--- src/rtl/gtd_pkg.sv ---
// ----------------------------------------------------------------------------
// gtd_pkg
// Shared constants, register indexes and the CORDIC arctangent table of the
// Goertzel tone detector.
// ----------------------------------------------------------------------------
package gtd_pkg;

  localparam int SAMPLE_BITS_DEF  = 16;
  localparam int STATE_BITS_DEF   = 48;
  localparam int CORDIC_STEPS_DEF = 16;

  localparam int COEFF_BITS   = 16;
  localparam int MAG_BITS     = 48;
  localparam int PHASE_BITS   = 16;
  localparam int CFG_IDX_BITS = 2;
  localparam int ACC_BITS     = 96;
  localparam int ANGLE_BITS   = 34;
  localparam int ATAN_IDX_BITS = 5;

  localparam int FRAC_COEFF = 14;
  localparam int FRAC_TRIG  = 15;
  localparam int FRAC_GAIN  = 32;

  localparam logic [CFG_IDX_BITS-1:0] CFG_COEFF = 2'd0;
  localparam logic [CFG_IDX_BITS-1:0] CFG_COS   = 2'd1;
  localparam logic [CFG_IDX_BITS-1:0] CFG_SIN   = 2'd2;

  localparam logic signed [COEFF_BITS-1:0] COEFF_RESET = 16'sd0;
  localparam logic signed [COEFF_BITS-1:0] COS_RESET   = 16'sd32767;
  localparam logic signed [COEFF_BITS-1:0] SIN_RESET   = 16'sd0;

  localparam logic [31:0]           GAIN_INV  = 32'd2608131496;
  localparam logic [MAG_BITS-1:0]   MAG_LIMIT = 48'hFFFF_FFFF_FFFF;
  localparam logic signed [ANGLE_BITS-1:0] ANGLE_PI   = 34'sd2147483648;
  localparam logic signed [ANGLE_BITS-1:0] PHASE_HALF = 34'sd32768;

  // arctangent of 2^-idx in units of pi / 2^31
  function automatic logic [31:0] atan_entry(input logic [ATAN_IDX_BITS-1:0] idx);
    logic [31:0] v;
    case (idx)
      5'd0:    v = 32'h20000000;
      5'd1:    v = 32'h12E4051E;
      5'd2:    v = 32'h09FB385B;
      5'd3:    v = 32'h051111D4;
      5'd4:    v = 32'h028B0D43;
      5'd5:    v = 32'h0145D7E1;
      5'd6:    v = 32'h00A2F61E;
      5'd7:    v = 32'h00517C55;
      5'd8:    v = 32'h0028BE53;
      5'd9:    v = 32'h00145F2F;
      5'd10:   v = 32'h000A2F98;
      5'd11:   v = 32'h000517CC;
      5'd12:   v = 32'h00028BE6;
      5'd13:   v = 32'h000145F3;
      5'd14:   v = 32'h0000A2FA;
      5'd15:   v = 32'h0000517D;
      5'd16:   v = 32'h000028BE;
      5'd17:   v = 32'h0000145F;
      5'd18:   v = 32'h00000A30;
      5'd19:   v = 32'h00000518;
      5'd20:   v = 32'h0000028C;
      5'd21:   v = 32'h00000146;
      5'd22:   v = 32'h000000A3;
      5'd23:   v = 32'h00000051;
      5'd24:   v = 32'h00000029;
      5'd25:   v = 32'h00000014;
      5'd26:   v = 32'h0000000A;
      5'd27:   v = 32'h00000005;
      5'd28:   v = 32'h00000003;
      5'd29:   v = 32'h00000001;
      5'd30:   v = 32'h00000001;
      default: v = 32'h00000000;
    endcase
    return v;
  endfunction

endpackage

--- src/rtl/gtd_if.sv ---
// ----------------------------------------------------------------------------
// gtd_if
// Valid/ready channels of the tone detector: configuration writes, samples
// and results.
// ----------------------------------------------------------------------------
interface gtd_cfg_if;
  logic                              valid;
  logic                              ready;
  logic [gtd_pkg::CFG_IDX_BITS-1:0]  index;
  logic [gtd_pkg::COEFF_BITS-1:0]    data;

  modport source (output valid, output index, output data, input ready);
  modport sink   (input valid, input index, input data, output ready);
endinterface

interface gtd_sample_if #(
  parameter int SAMPLE_BITS = gtd_pkg::SAMPLE_BITS_DEF
);
  logic                   valid;
  logic                   ready;
  logic [SAMPLE_BITS-1:0] sample;
  logic                   last_sample;

  modport source (output valid, output sample, output last_sample, input ready);
  modport sink   (input valid, input sample, input last_sample, output ready);
endinterface

interface gtd_result_if;
  logic                            valid;
  logic                            ready;
  logic [gtd_pkg::MAG_BITS-1:0]    magnitude;
  logic [gtd_pkg::PHASE_BITS-1:0]  phase;

  modport source (output valid, output magnitude, output phase, input ready);
  modport sink   (input valid, input magnitude, input phase, output ready);
endinterface

--- src/rtl/gtd_cordic_rot.sv ---
// ----------------------------------------------------------------------------
// gtd_cordic_rot
// One vectoring micro-rotation: drives y toward zero and accumulates the
// angle taken from the arctangent table.
// ----------------------------------------------------------------------------
module gtd_cordic_rot #(
  parameter int CW = 50,
  parameter int IW = 4
) (
  input  logic signed [CW-1:0]                  x_in,
  input  logic signed [CW-1:0]                  y_in,
  input  logic signed [gtd_pkg::ANGLE_BITS-1:0] z_in,
  input  logic        [IW-1:0]                  iter,
  output logic signed [CW-1:0]                  x_out,
  output logic signed [CW-1:0]                  y_out,
  output logic signed [gtd_pkg::ANGLE_BITS-1:0] z_out
);

  logic signed [CW-1:0]                  dx;
  logic signed [CW-1:0]                  dy;
  logic signed [gtd_pkg::ANGLE_BITS-1:0] ang;

  assign dx  = y_in >>> iter;
  assign dy  = x_in >>> iter;
  assign ang = signed'(gtd_pkg::ANGLE_BITS'(
                 gtd_pkg::atan_entry(gtd_pkg::ATAN_IDX_BITS'(iter))));

  always_comb begin
    if (y_in > 0) begin
      x_out = x_in + dx;
      y_out = y_in - dy;
      z_out = z_in + ang;
    end else begin
      x_out = x_in - dx;
      y_out = y_in + dy;
      z_out = z_in - ang;
    end
  end

endmodule

--- src/rtl/goertzel_tone_detector.sv ---
// ----------------------------------------------------------------------------
// goertzel_tone_detector
// Goertzel recurrence on saturating accumulators; on the last sample of a
// block, magnitude and phase of the bin come from a vectoring CORDIC.
// Sequence: a sample without the last flag runs S_PREP, S_MUL_LO, S_MUL_HI,
//   S_ROUND, S_ADD and S_SUB before the next one is taken (one 32x32
//   multiplier, two passes). A last sample adds the real, imaginary and
//   magnitude products and the CORDIC (four products, one CORDIC rotation per
//   cycle; a zero vector skips the rotations) before the result valid rises,
//   later if the sink still holds the result; samples.ready rises with it.
// Reset: synchronous, clears the accumulators, the result valid and the
//   configuration registers to their defaults.
// ----------------------------------------------------------------------------
module goertzel_tone_detector #(
  parameter int SAMPLE_BITS  = gtd_pkg::SAMPLE_BITS_DEF,
  parameter int STATE_BITS   = gtd_pkg::STATE_BITS_DEF,
  parameter int CORDIC_STEPS = gtd_pkg::CORDIC_STEPS_DEF
) (
  input  logic         clk,
  input  logic         rst,
  gtd_cfg_if.sink      cfg,
  gtd_sample_if.sink   samples,
  gtd_result_if.source results
);

  localparam int PRE = (STATE_BITS > 60) ? STATE_BITS - 60 : 0;
  localparam int VW  = STATE_BITS - PRE;
  localparam int CW  = VW + 2;
  localparam int IW  = (CORDIC_STEPS > 1) ? $clog2(CORDIC_STEPS) : 1;
  localparam int AW  = gtd_pkg::ACC_BITS;
  localparam int ZW  = gtd_pkg::ANGLE_BITS;
  localparam int CB  = gtd_pkg::COEFF_BITS;

  localparam logic signed [63:0] ST_MAX = (64'sd1 <<< (STATE_BITS - 1)) - 64'sd1;
  localparam logic signed [63:0] ST_MIN = -ST_MAX - 64'sd1;
  localparam logic [AW-1:0] POS_LIM = (AW'(1) << (STATE_BITS - 1)) - AW'(1);
  localparam logic [AW-1:0] NEG_LIM = AW'(1) << (STATE_BITS - 1);
  localparam logic [AW-1:0] MAG_CAP = AW'(gtd_pkg::MAG_LIMIT) >> PRE;
  localparam logic [IW-1:0] LAST_ITER = IW'(CORDIC_STEPS - 1);

  typedef enum logic [8:0] {
    S_IDLE   = 9'b000000001,
    S_PREP   = 9'b000000010,
    S_MUL_LO = 9'b000000100,
    S_MUL_HI = 9'b000001000,
    S_ROUND  = 9'b000010000,
    S_ADD    = 9'b000100000,
    S_SUB    = 9'b001000000,
    S_CINIT  = 9'b010000000,
    S_CROT   = 9'b100000000
  } state_t;

  typedef enum logic [1:0] {
    OP_SAMPLE,
    OP_REAL,
    OP_IMAG,
    OP_MAG
  } op_t;

  state_t state;
  op_t    op;

  logic signed [CB-1:0]         coeff;
  logic signed [CB-1:0]         cos_w;
  logic signed [CB-1:0]         sin_w;
  logic signed [STATE_BITS-1:0] d1;
  logic signed [STATE_BITS-1:0] d2;
  logic signed [STATE_BITS-1:0] xs;
  logic                         last_r;
  logic signed [STATE_BITS-1:0] sum_r;
  logic signed [STATE_BITS-1:0] prod_r;
  logic signed [STATE_BITS-1:0] re_r;
  logic signed [STATE_BITS-1:0] im_r;
  logic [31:0]                  a_lo;
  logic [31:0]                  a_hi;
  logic [31:0]                  mul_b;
  logic                         neg;
  logic [AW-1:0]                acc;
  logic signed [CW-1:0]         cx;
  logic signed [CW-1:0]         cy;
  logic signed [ZW-1:0]         cz;
  logic [IW-1:0]                iter;
  logic                         out_valid;
  logic [gtd_pkg::MAG_BITS-1:0]   magnitude;
  logic [gtd_pkg::PHASE_BITS-1:0] phase;

  function automatic logic signed [STATE_BITS-1:0] sat_addsub(
    input logic signed [STATE_BITS-1:0] a,
    input logic signed [STATE_BITS-1:0] b,
    input logic                         sub
  );
    logic signed [STATE_BITS:0] r;
    logic signed [STATE_BITS-1:0] v;
    if (sub) begin
      r = (STATE_BITS + 1)'(a) - (STATE_BITS + 1)'(b);
    end else begin
      r = (STATE_BITS + 1)'(a) + (STATE_BITS + 1)'(b);
    end
    if (r[STATE_BITS] != r[STATE_BITS-1]) begin
      v = r[STATE_BITS] ? ST_MIN[STATE_BITS-1:0] : ST_MAX[STATE_BITS-1:0];
    end else begin
      v = r[STATE_BITS-1:0];
    end
    return v;
  endfunction

  // sample clamp into the accumulator range
  logic signed [63:0]           smp_ext;
  logic signed [STATE_BITS-1:0] smp_clamped;

  assign smp_ext = 64'(signed'(samples.sample[SAMPLE_BITS-1:0]));

  always_comb begin
    if (smp_ext > ST_MAX) begin
      smp_clamped = ST_MAX[STATE_BITS-1:0];
    end else if (smp_ext < ST_MIN) begin
      smp_clamped = ST_MIN[STATE_BITS-1:0];
    end else begin
      smp_clamped = smp_ext[STATE_BITS-1:0];
    end
  end

  // operand preparation: magnitudes and product sign
  logic signed [STATE_BITS-1:0] pa;
  logic signed [CB-1:0]         pc;
  logic [STATE_BITS-1:0]        pa_abs;
  logic [CB-1:0]                pc_abs;
  logic [CW-2:0]                ux;
  logic [63:0]                  prep_a;
  logic [31:0]                  prep_b;
  logic                         prep_neg;

  always_comb begin
    case (op)
      OP_SAMPLE: begin
        pa = d1;
        pc = coeff;
      end
      OP_REAL: begin
        pa = d2;
        pc = cos_w;
      end
      OP_IMAG: begin
        pa = d2;
        pc = sin_w;
      end
      default: begin
        pa = d1;
        pc = coeff;
      end
    endcase
    pa_abs = pa[STATE_BITS-1] ? -pa : pa;
    pc_abs = pc[CB-1] ? -pc : pc;
    ux     = (cx > 0) ? cx[CW-2:0] : '0;
    if (op == OP_MAG) begin
      prep_a   = 64'(ux);
      prep_b   = gtd_pkg::GAIN_INV;
      prep_neg = 1'b0;
    end else begin
      prep_a   = 64'(pa_abs);
      prep_b   = 32'(pc_abs);
      prep_neg = pa[STATE_BITS-1] ^ pc[CB-1];
    end
  end

  // shared multiplier
  logic [31:0] mul_x;
  logic [63:0] mul_p;

  assign mul_x = (state == S_MUL_LO) ? a_lo : a_hi;
  assign mul_p = 64'(mul_x) * 64'(mul_b);

  // rounding, saturation and magnitude limit
  logic [AW-1:0]                rnd;
  logic [AW-1:0]                q;
  logic [AW-1:0]                q_sh;
  logic signed [STATE_BITS-1:0] prod_v;
  logic [gtd_pkg::MAG_BITS-1:0] mag_v;
  logic signed [ZW-1:0]         pz;

  always_comb begin
    case (op)
      OP_SAMPLE: begin
        rnd = acc + (AW'(1) << (gtd_pkg::FRAC_COEFF - 1));
        q   = rnd >> gtd_pkg::FRAC_COEFF;
      end
      OP_MAG: begin
        rnd = acc + (AW'(1) << (gtd_pkg::FRAC_GAIN - 1));
        q   = rnd >> gtd_pkg::FRAC_GAIN;
      end
      default: begin
        rnd = acc + (AW'(1) << (gtd_pkg::FRAC_TRIG - 1));
        q   = rnd >> gtd_pkg::FRAC_TRIG;
      end
    endcase
    if (!neg) begin
      prod_v = (q > POS_LIM) ? ST_MAX[STATE_BITS-1:0] : q[STATE_BITS-1:0];
    end else begin
      prod_v = (q > NEG_LIM) ? ST_MIN[STATE_BITS-1:0] : -q[STATE_BITS-1:0];
    end
    q_sh  = q << PRE;
    mag_v = (q > MAG_CAP) ? gtd_pkg::MAG_LIMIT : q_sh[gtd_pkg::MAG_BITS-1:0];
    pz    = cz + gtd_pkg::PHASE_HALF;
  end

  // shared saturating adder
  logic signed [STATE_BITS-1:0] add_a;
  logic signed [STATE_BITS-1:0] add_b;
  logic                         add_sub;
  logic signed [STATE_BITS-1:0] add_res;

  always_comb begin
    if (state == S_ADD) begin
      add_a   = xs;
      add_b   = prod_r;
      add_sub = 1'b0;
    end else if (op == OP_SAMPLE) begin
      add_a   = sum_r;
      add_b   = d2;
      add_sub = 1'b1;
    end else begin
      add_a   = d1;
      add_b   = prod_r;
      add_sub = 1'b1;
    end
    add_res = sat_addsub(add_a, add_b, add_sub);
  end

  // CORDIC start vector
  logic signed [STATE_BITS-1:0] re_sh;
  logic signed [STATE_BITS-1:0] im_sh;
  logic signed [CW-1:0]         x0;
  logic signed [CW-1:0]         y0;

  assign re_sh = re_r >>> PRE;
  assign im_sh = im_r >>> PRE;
  assign x0    = CW'(signed'(re_sh[VW-1:0]));
  assign y0    = CW'(signed'(im_sh[VW-1:0]));

  logic signed [CW-1:0] rx;
  logic signed [CW-1:0] ry;
  logic signed [ZW-1:0] rz;

  gtd_cordic_rot #(
    .CW (CW),
    .IW (IW)
  ) u_rot (
    .x_in  (cx),
    .y_in  (cy),
    .z_in  (cz),
    .iter  (iter),
    .x_out (rx),
    .y_out (ry),
    .z_out (rz)
  );

  assign cfg.ready         = 1'b1;
  assign samples.ready     = (state == S_IDLE);
  assign results.valid     = out_valid;
  assign results.magnitude = magnitude;
  assign results.phase     = phase;

  always_ff @(posedge clk) begin
    if (rst) begin
      state     <= S_IDLE;
      op        <= OP_SAMPLE;
      out_valid <= 1'b0;
      d1        <= '0;
      d2        <= '0;
      coeff     <= gtd_pkg::COEFF_RESET;
      cos_w     <= gtd_pkg::COS_RESET;
      sin_w     <= gtd_pkg::SIN_RESET;
    end else begin
      if (cfg.valid) begin
        case (cfg.index)
          gtd_pkg::CFG_COEFF: coeff <= signed'(cfg.data);
          gtd_pkg::CFG_COS:   cos_w <= signed'(cfg.data);
          gtd_pkg::CFG_SIN:   sin_w <= signed'(cfg.data);
          default: ;
        endcase
      end
      if (results.ready) begin
        out_valid <= 1'b0;
      end
      case (state)
        S_IDLE: begin
          if (samples.valid) begin
            xs     <= smp_clamped;
            last_r <= samples.last_sample;
            op     <= OP_SAMPLE;
            state  <= S_PREP;
          end
        end
        S_PREP: begin
          a_lo  <= prep_a[31:0];
          a_hi  <= prep_a[63:32];
          mul_b <= prep_b;
          neg   <= prep_neg;
          state <= S_MUL_LO;
        end
        S_MUL_LO: begin
          acc   <= AW'(mul_p);
          state <= S_MUL_HI;
        end
        S_MUL_HI: begin
          acc   <= acc + (AW'(mul_p) << 32);
          state <= S_ROUND;
        end
        S_ROUND: begin
          case (op)
            OP_SAMPLE: begin
              prod_r <= prod_v;
              state  <= S_ADD;
            end
            OP_REAL: begin
              prod_r <= prod_v;
              state  <= S_SUB;
            end
            OP_IMAG: begin
              im_r  <= prod_v;
              d1    <= '0;
              d2    <= '0;
              state <= S_CINIT;
            end
            default: begin
              if (!out_valid || results.ready) begin
                magnitude <= mag_v;
                phase     <= pz[31:16];
                out_valid <= 1'b1;
                state     <= S_IDLE;
              end
            end
          endcase
        end
        S_ADD: begin
          sum_r <= add_res;
          state <= S_SUB;
        end
        S_SUB: begin
          if (op == OP_SAMPLE) begin
            d2 <= d1;
            d1 <= add_res;
            if (last_r) begin
              op    <= OP_REAL;
              state <= S_PREP;
            end else begin
              state <= S_IDLE;
            end
          end else begin
            re_r  <= add_res;
            op    <= OP_IMAG;
            state <= S_PREP;
          end
        end
        S_CINIT: begin
          if (re_r == '0 && im_r == '0) begin
            cx    <= '0;
            cy    <= '0;
            cz    <= '0;
            op    <= OP_MAG;
            state <= S_PREP;
          end else begin
            if (x0 < 0) begin
              cx <= -x0;
              cy <= -y0;
              cz <= (y0 >= 0) ? gtd_pkg::ANGLE_PI : -gtd_pkg::ANGLE_PI;
            end else begin
              cx <= x0;
              cy <= y0;
              cz <= '0;
            end
            iter  <= '0;
            state <= S_CROT;
          end
        end
        S_CROT: begin
          cx   <= rx;
          cy   <= ry;
          cz   <= rz;
          iter <= IW'(iter + 1'b1);
          if (iter == LAST_ITER) begin
            op    <= OP_MAG;
            state <= S_PREP;
          end
        end
        default: begin
          state <= S_IDLE;
        end
      endcase
    end
  end

`ifndef SYNTH
  a_acc_cleared: assert property (@(posedge clk) disable iff (rst)
    (state == S_ROUND && op == OP_MAG) |-> (d1 == '0 && d2 == '0))
    else $error("accumulators not cleared before result");

  a_result_hold: assert property (@(posedge clk) disable iff (rst)
    (state == S_ROUND && op == OP_MAG && out_valid && !results.ready)
    |=> (state == S_ROUND && out_valid && $stable(magnitude) && $stable(phase)))
    else $error("pending result overwritten");

  a_iter_range: assert property (@(posedge clk) disable iff (rst)
    (state == S_CROT) |-> (iter <= LAST_ITER))
    else $error("rotation count out of range");
`endif

endmodule
--- src/flat_wrapper.sv ---
// flat-port wrapper written by rule: the top's interface ports become plain ports
module goertzel_tone_detector_flat 
#(
  parameter int SAMPLE_BITS  = gtd_pkg::SAMPLE_BITS_DEF,
  parameter int STATE_BITS   = gtd_pkg::STATE_BITS_DEF,
  parameter int CORDIC_STEPS = gtd_pkg::CORDIC_STEPS_DEF
)
  (clk, rst, cfg_valid, cfg_index, cfg_data, cfg_ready, samples_valid, samples_sample, samples_last_sample, samples_ready, results_valid, results_magnitude, results_phase, results_ready);
  gtd_cfg_if cfg_i ();
  gtd_sample_if #(.SAMPLE_BITS(SAMPLE_BITS)) samples_i ();
  gtd_result_if results_i ();
  input  logic clk;
  input  logic rst;
  input wire logic [$bits(cfg_i.valid)-1:0] cfg_valid;
  input wire logic [$bits(cfg_i.index)-1:0] cfg_index;
  input wire logic [$bits(cfg_i.data)-1:0] cfg_data;
  output wire logic [$bits(cfg_i.ready)-1:0] cfg_ready;
  input wire logic [$bits(samples_i.valid)-1:0] samples_valid;
  input wire logic [$bits(samples_i.sample)-1:0] samples_sample;
  input wire logic [$bits(samples_i.last_sample)-1:0] samples_last_sample;
  output wire logic [$bits(samples_i.ready)-1:0] samples_ready;
  output wire logic [$bits(results_i.valid)-1:0] results_valid;
  output wire logic [$bits(results_i.magnitude)-1:0] results_magnitude;
  output wire logic [$bits(results_i.phase)-1:0] results_phase;
  input wire logic [$bits(results_i.ready)-1:0] results_ready;
  assign cfg_i.valid = cfg_valid;
  assign cfg_i.index = cfg_index;
  assign cfg_i.data = cfg_data;
  assign cfg_ready = cfg_i.ready;
  assign samples_i.valid = samples_valid;
  assign samples_i.sample = samples_sample;
  assign samples_i.last_sample = samples_last_sample;
  assign samples_ready = samples_i.ready;
  assign results_valid = results_i.valid;
  assign results_magnitude = results_i.magnitude;
  assign results_phase = results_i.phase;
  assign results_i.ready = results_ready;
  goertzel_tone_detector #(.SAMPLE_BITS(SAMPLE_BITS), .STATE_BITS(STATE_BITS), .CORDIC_STEPS(CORDIC_STEPS)) u_core (.clk(clk), .rst(rst), .cfg(cfg_i), .samples(samples_i), .results(results_i));
endmodule
--- config.mk ---
export PLATFORM = sky130hd
export DESIGN_NAME = goertzel_tone_detector_flat
export DESIGN_NICKNAME = d
export VERILOG_FILES = /design/src/rtl/gtd_pkg.sv /design/src/rtl/gtd_if.sv /design/src/rtl/gtd_cordic_rot.sv /design/src/rtl/goertzel_tone_detector.sv /design/src/flat_wrapper.sv
export SDC_FILE = /design/constraint.sdc
export NUM_CORES = 2
export LEC_CHECK = 0
export BUFFER_PORTS_ARGS = -buffer_cell sky130_fd_sc_hd__buf_2
export CAP_MARGIN = 20
export CORE_MARGIN = 5
export CORE_UTILIZATION = 25
export CTS_CLUSTER_DIAMETER = 150
export CTS_CLUSTER_SIZE = 14
export DETAILED_ROUTE_END_ITERATION = 8
export GPL_ROUTABILITY_DRIVEN = 0
export PLACE_DENSITY = 0.38
export SYNTH_ARGS = -nofsm -noshare
export SYNTH_HDL_FRONTEND = slang
export SYNTH_SLANG_ARGS = --single-unit
--- constraint.sdc ---
create_clock -name clk -period 15.45 [get_ports clk]
set_clock_uncertainty 0.1 [all_clocks]
set_input_delay 2.3175 -clock clk [delete_from_list [all_inputs] [get_ports clk]]
set_output_delay 2.3175 -clock clk [all_outputs]
set_load 0.1 [all_outputs]
# Word-level counts from Yosys, hierarchy flattened
# Memory sizes are Yosys's and may differ from the RTL's. A register that Yosys moved wholly into a read port is not among the register bits.
# Index checks and enable logic that the tools add are counted.
# totals
out_inout_bits,67
reg_bits,792
romBits,480
n_memories,1
word_cells,178
inputBits,40
# mem_list
memory,words,width,rd,rd_clocked_by_memory_dff,wr,line_no,text
(name not given),16,30,1,1,0,gtd_pkg.sv:40,case (idx)
# op_classes
bitwise,4
reduce_logical,31
multipliers,1
eq_ne,24
addsub,19
muxes,60
n_lt_le_gt_ge,9
shifts,2
# op_table
operator,n
two-way mux 48 bit,17
two-way mux 50 bit,6
one-hot mux 50 bit (2 select lines),2
one-hot mux 48 bit (2 select lines),2
one-hot mux 96 bit (2 select lines),1
> comparator 82 x 48 -> 1 bit (second input constant),2
one-hot mux 82 bit (2 select lines),1
two-way mux 34 bit,4
adder 50 bit,2
> comparator 50 x 1 -> 1 bit (second input constant),2
negator 48 -> 50 bit,2
>>> shifter 50 x 4 -> 50 bit,2
subtractor 50 bit,2
adder 96 x 14 -> 96 bit (second input constant),1
adder 96 x 15 -> 96 bit (second input constant),1
adder 96 x 32 -> 96 bit (second input constant),1
adder 96 bit,1
zero test 48 bit,2
negator 48 bit,2
> comparator 82 x 47 -> 1 bit (second input constant),1
one-hot mux 9 bit (9 select lines),1
one-hot mux 34 bit (2 select lines),1
multiplier 32 x 32 -> 64 bit,1
two-way mux 32 bit,2
52 further kinds,91

# Longest topological paths before layout
# logic_depth
word_depth,9
mapped_depth,51

# By module
# Synthesis repeated with hierarchy kept, for this count alone.
# hier_totals
hier_cells,10433
area_unflattened_um2,91270.0
# by_module_without_submodules
module,instances,seq_area_each_um2,cells_each,area_each_um2
goertzel_tone_detector,1,19999.2,8219,74961.9
gtd_cordic_rot,1,0.0,2214,16308.1

# Worst setup path before layout
# Ideal clock, no wire load.
# synth_timing
kind,register -> register
from,reg u_core.state[8]
to,reg u_core.acc[95] (data pin)
path_stages_with_launch,49
setup_time_ns,0.266
arrival_time_ns,11.914
setup_slack_ns,3.170
path_cell_list,dfxtp_1 > buf_2 > nor4_2 > nand2_1 > nor2_1 > and2_1 > clkbuf_1 > clkbuf_1 > mux2i_1 > clkbuf_1 > nor2b_1 > fa_1 > inv_1 > fa_1 > fa_1 > fa_1 > inv_1 > fa_1 > [13 not listed] > a31o_2 > a21oi_1 > o21ai_0 > xor2_1 > ha_1 > clkbuf_1 > nand2_1 > o21ai_0 > a21oi_1 > o21bai_1 > nor2_1 > a2111oi_0 > o211ai_1 > a2111o_1 > nand2_1 > a221oi_1 > xor3_1 > nor2_1
# synth_between
elab_chain_len,5
elab_cells_between_ends,6
classes_between,1 x add/sub; 1 x mul; 2 x eq/ne; 2 x mux
# synth_lines
item,line_no,text
"start, declared",goertzel_tone_detector.sv:60,state_t state;
"start signal, assigned",goertzel_tone_detector.sv:265,state <= S_IDLE;
"start signal, assigned",goertzel_tone_detector.sv:291,state <= S_PREP;
"start signal, assigned",goertzel_tone_detector.sv:299,state <= S_MUL_LO;
equality test 9 x 3 -> 1 bit,"goertzel_tone_detector.sv:170, goertzel_tone_detector.sv:285",
two-way mux 32 bit,goertzel_tone_detector.sv:170,assign mul_x = (state == S_MUL_LO) ? a_lo : a_hi;
multiplier 32 x 32 -> 64 bit,goertzel_tone_detector.sv:171,assign mul_p = 64'(mul_x) * 64'(mul_b);
adder 96 bit,goertzel_tone_detector.sv:306,acc <= acc + (AW'(mul_p) << 32);
one-hot mux 96 bit (2 select lines) *,goertzel_tone_detector.sv:285,case (state)
"end signal, assigned",goertzel_tone_detector.sv:302,acc <= AW'(mul_p);
"end signal, assigned",goertzel_tone_detector.sv:306,
"end, declared",goertzel_tone_detector.sv:78,logic [AW-1:0] acc;
# Mark *: on every way between the ends. The rest lies on a longest branch, timed or not.
# A chain may end at the register's enable or synchronous reset.

# Worst setup path in the final report
# layout_timing
from,reg u_core.state[8]
to,reg u_core.acc[88] (data pin)
# The elaborated chain is that of the path after synthesis.

==> metrics.md <==
| Metric | Value |
|---|---|
| Ys async rst share | `0%` |
| Status | `completed` |
| Crit path max fanout | `51` |
| Clock slew at reported path FFs | `about 80 ps` |
| Period utilization | `roughly nine tenths` |
| CP dominant cell by count | `fa_1` |
| CP Data Required Time | `approximately 16,000 ps` |
| Die X-Extent | `609.4 um` |
| Max-cap violation count | `0` |
| Worst R2R Setup Slack | `around 1300 ps` |
| Synthesized instance count | `slightly above 10,000` |
| Vias in the first global route | `approximately 77,000` |
| Delay-heaviest family, CP | `adder cells` |
| Detailed-route via count | `76,540` |
| Remaining DRCs | `0` |
| Final setup viols | `0` |
| Fmax | `slightly above 0.07 GHz` |
| CP max stage cell | `mux2i_2` |
| Post-CTS Setup Inserts | `0` |
| WL/cell | `25.74 um` |
| Worst Setup Start Kind | `flip-flop` |
| # rows | `220` |
| DRT Wirelength | `378,400 um` |
| Initial DRT Pass Iterations | `6` |
| TritonCTS clock tree | `built` |
| Post-Syn Area | `approximately 90,000 um2` |
| Share of cells above drive strength 1 | `under 10%` |
| H-tree depth | `2` |
| EDFF count, synth | `560` |
| Drt via density | `around 5.2` |
| Final min period | `around 14,000 ps` |
| NumNets Final | `approximately 11,000` |
| Antenna violations before repair | `28` |
| Register bit total from synthesis | `~750` |
| GRT overflow | `0` |
| Post-DRT Antenna Nets | `0` |
| Clock Sinks | `746` |
| Initial DRC Count | `approximately 6,900` |
| Synth-to-Final Area Change | `8.408%` |
| Yosys warning total | `0` |
| Slew @ Worst Pin | `roughly 1300 ps` |
| Slew Limit Fails | `0` |
| CTS resizes | `0` |
| I/O Buffers | `about 110` |
| Setup repair after global routing missed its margin | `no` |
| HPWL Detailed | `about 300,000 um` |
| Worst-Skew Late Latency | `roughly 800 ps` |
| Worst min-delay path class | `flip-flop to flip-flop` |
| Die Y | `approximately 600 um` |
| Top Ports | `roughly 110` |
| Starting density of the core | `25.06%` |
| Fillers | `38,540` |
| Full die area | `between 300,000 and 400,000 um2` |
| WS Path Type | `flip-flop to flip-flop` |
| CTS Root Cell | `clkbuf_16` |
| Sequential area share after synthesis | `roughly 23%` |
| Buf+Inv Stages, Crit Path | `6` |
| Hold Violations, Final | `0` |
| Most used flip-flop cell after synthesis | `edfxtp_1` |
| CP Capture Type | `flip-flop` |
| Clock tree buffer depth | `3` |
| Syn Nets | `roughly 11,000` |
| First-pass GRT wire length | `551,800 um` |
| Synth Area per Inst | `8.890 um2` |
| Tot GR Track Use | `between 10% and 20%` |
| Hold Buf Count CTS | `0` |
| Core Area | `358,400 um2` |
| CTS buffer count | `just over 60` |
| Yosys cell types | `between 100 and 150` |
| Largest net degree at the start of global routing | `~110` |
| Slew HR | `between 10% and 20%` |
| Total negative slack | `0 ps` |
| CP max stage delay | `860 ps` |
| WP data arrival | `approximately 15,000 ps` |
kinds of logic (layout without fill, tap and decap cells):
family	Yosys count	count (layout)	synth area share, %
simple gates	3218	3218	17.91
compound gates	2060	2060	14.11
buf+inv	1527	1336	6.605
fa+ha+maj	1340	1340	24.18
xor+xnor	779	779	7.613
flops	746	746	22.87
mux	432	432	6.712
other cells	1	17	0.004175
synth_stat cells (all sizes together) (32+ instances only):
master    n  share of area (%)
or3      57               0.40
o21bai   52               0.43
a22oi    72               0.60
o211ai   36               0.30
nand2   936                3.9
or2      32               0.22
dfxtp   186                4.1
nor2b   111               0.78
and3    253                1.8
o21ai   538                3.0
nor3    227                1.3
o31ai    78               0.65
xnor2   476                4.6
clkbuf  459                1.9
nand2b   95               0.66
nand4   142                1.0
fa      670                 15
a21oi   673                3.8
ha      637                8.9
nand3   212                1.2
mux2     82                1.0
o21a     64               0.53
mux4    128                3.2
a211oi   34               0.28
maj3     33               0.37
or4      40               0.33
xor2    302                2.9
buf     126               0.75
and2    239                1.7
a31oi    61               0.42
nor2    652                2.7
a21o    223                1.9
mux2i   222                2.5
edfxtp  560                 19
inv     939                3.9
nor4    113               0.87
metal layers:
metal / track usage [%] / vias to the layer above / share of wire, %
li1: - / 34790 / -
met1: 28.65 / 38790 / 47
met2: 31.28 / 2553 / 44
met3: 2.410 / 411 / 5.7
met4: 4.885 / 2 / 2.6
met5: 0 / - / 0.0024
layout by cell type (no fill, tap or decap), types with 168 or more instances in the layout:
cell	instances
and3_1	250
nor3_1	221
xor2_1	301
a21oi_1	671
fa_1	670
nand3_1	209
a21o_1	223
buf_4	168
o21ai_0	518
nand2_1	934
ha_1	635
mux2i_1	217
xnor2_1	475
inv_1	935
dfxtp_1	186
edfxtp_1	560
nor2_1	642
and2_1	235
per-stage QoR:
| stage | setup WS, ps | std cells | hold slack [ps] | utilization (%) | instance area (um2) |
|---|---|---|---|---|---|
| 2_1_floorplan | 3170 | 10100 | 336.0 | - | 89810 |
| 3_3_place_gp | 1076 | 14560 | 343.8 | 26.62 | 95420 |
| 3_5_place_dp | 1521 | 14570 | 347.7 | 26.64 | 95460 |
| 4_1_cts | 1408 | 14680 | 358.0 | 27.15 | 97300 |
| 5_1_grt | 555.4 | 14690 | 374.2 | 27.16 | 97330 |
| 6_report | 1318 | 14700 | 356.3 | 27.17 | 97360 |
path summary, 6_finish.rpt:
path / cells after the start / from / to
max: 43 / u_core.state[8] / u_core.acc[88]
min: 2 / u_core.coeff[7] / u_core.coeff[7]
max reg2reg: 43 / u_core.state[8] / u_core.acc[88]
min reg2reg: 2 / u_core.coeff[7] / u_core.coeff[7]
flip-flops by register name (all words and copies together) (netlist names), 4 cells and up:
signal and cells:
u_core.a_hi 17, u_core.a_lo 32, u_core.acc 83, u_core.coeff 16
u_core.cos_w 16, u_core.cx 50, u_core.cy 50, u_core.cz 32
u_core.d1 48, u_core.d2 48, u_core.im_r 48, u_core.iter 4
u_core.mul_b 17, u_core.prod_r 48, u_core.re_r 48, u_core.results.magnitude 48
u_core.results.phase 16, u_core.sin_w 16, u_core.state 9, u_core.sum_r 48
u_core.u_rot.ang 30, u_core.xs 17
layout make-up:
cell class	count	area, um2	area share [%]
inverters	942	3536	3.632
clock inverters	8	130.1	0.1336
diodes	16	40.04	0.04112
repair buffers	282	1868	1.919
flip-flops and latches	746	20540	21.10
multi-input cells	7830	63570	65.29
clock buffers	104	1708	1.754
well taps	4773	5972	6.134
worst reg2reg max path, delay by kind of cell, from the launching register on:
family,cells,cell delay [ps]
AO/OA/AOI/OAI,12,2860
XOR/XNOR,2,500
buffers and inverters,6,840
adder cells (fa/ha/maj),10,4870
flip-flops,1,390
multiplexers,1,920
AND/OR/NAND/NOR,12,3370
Power is left out: the tool's default activity adds up to more than one toggle a clock period on the data nets, which glitch-free logic cannot reach.
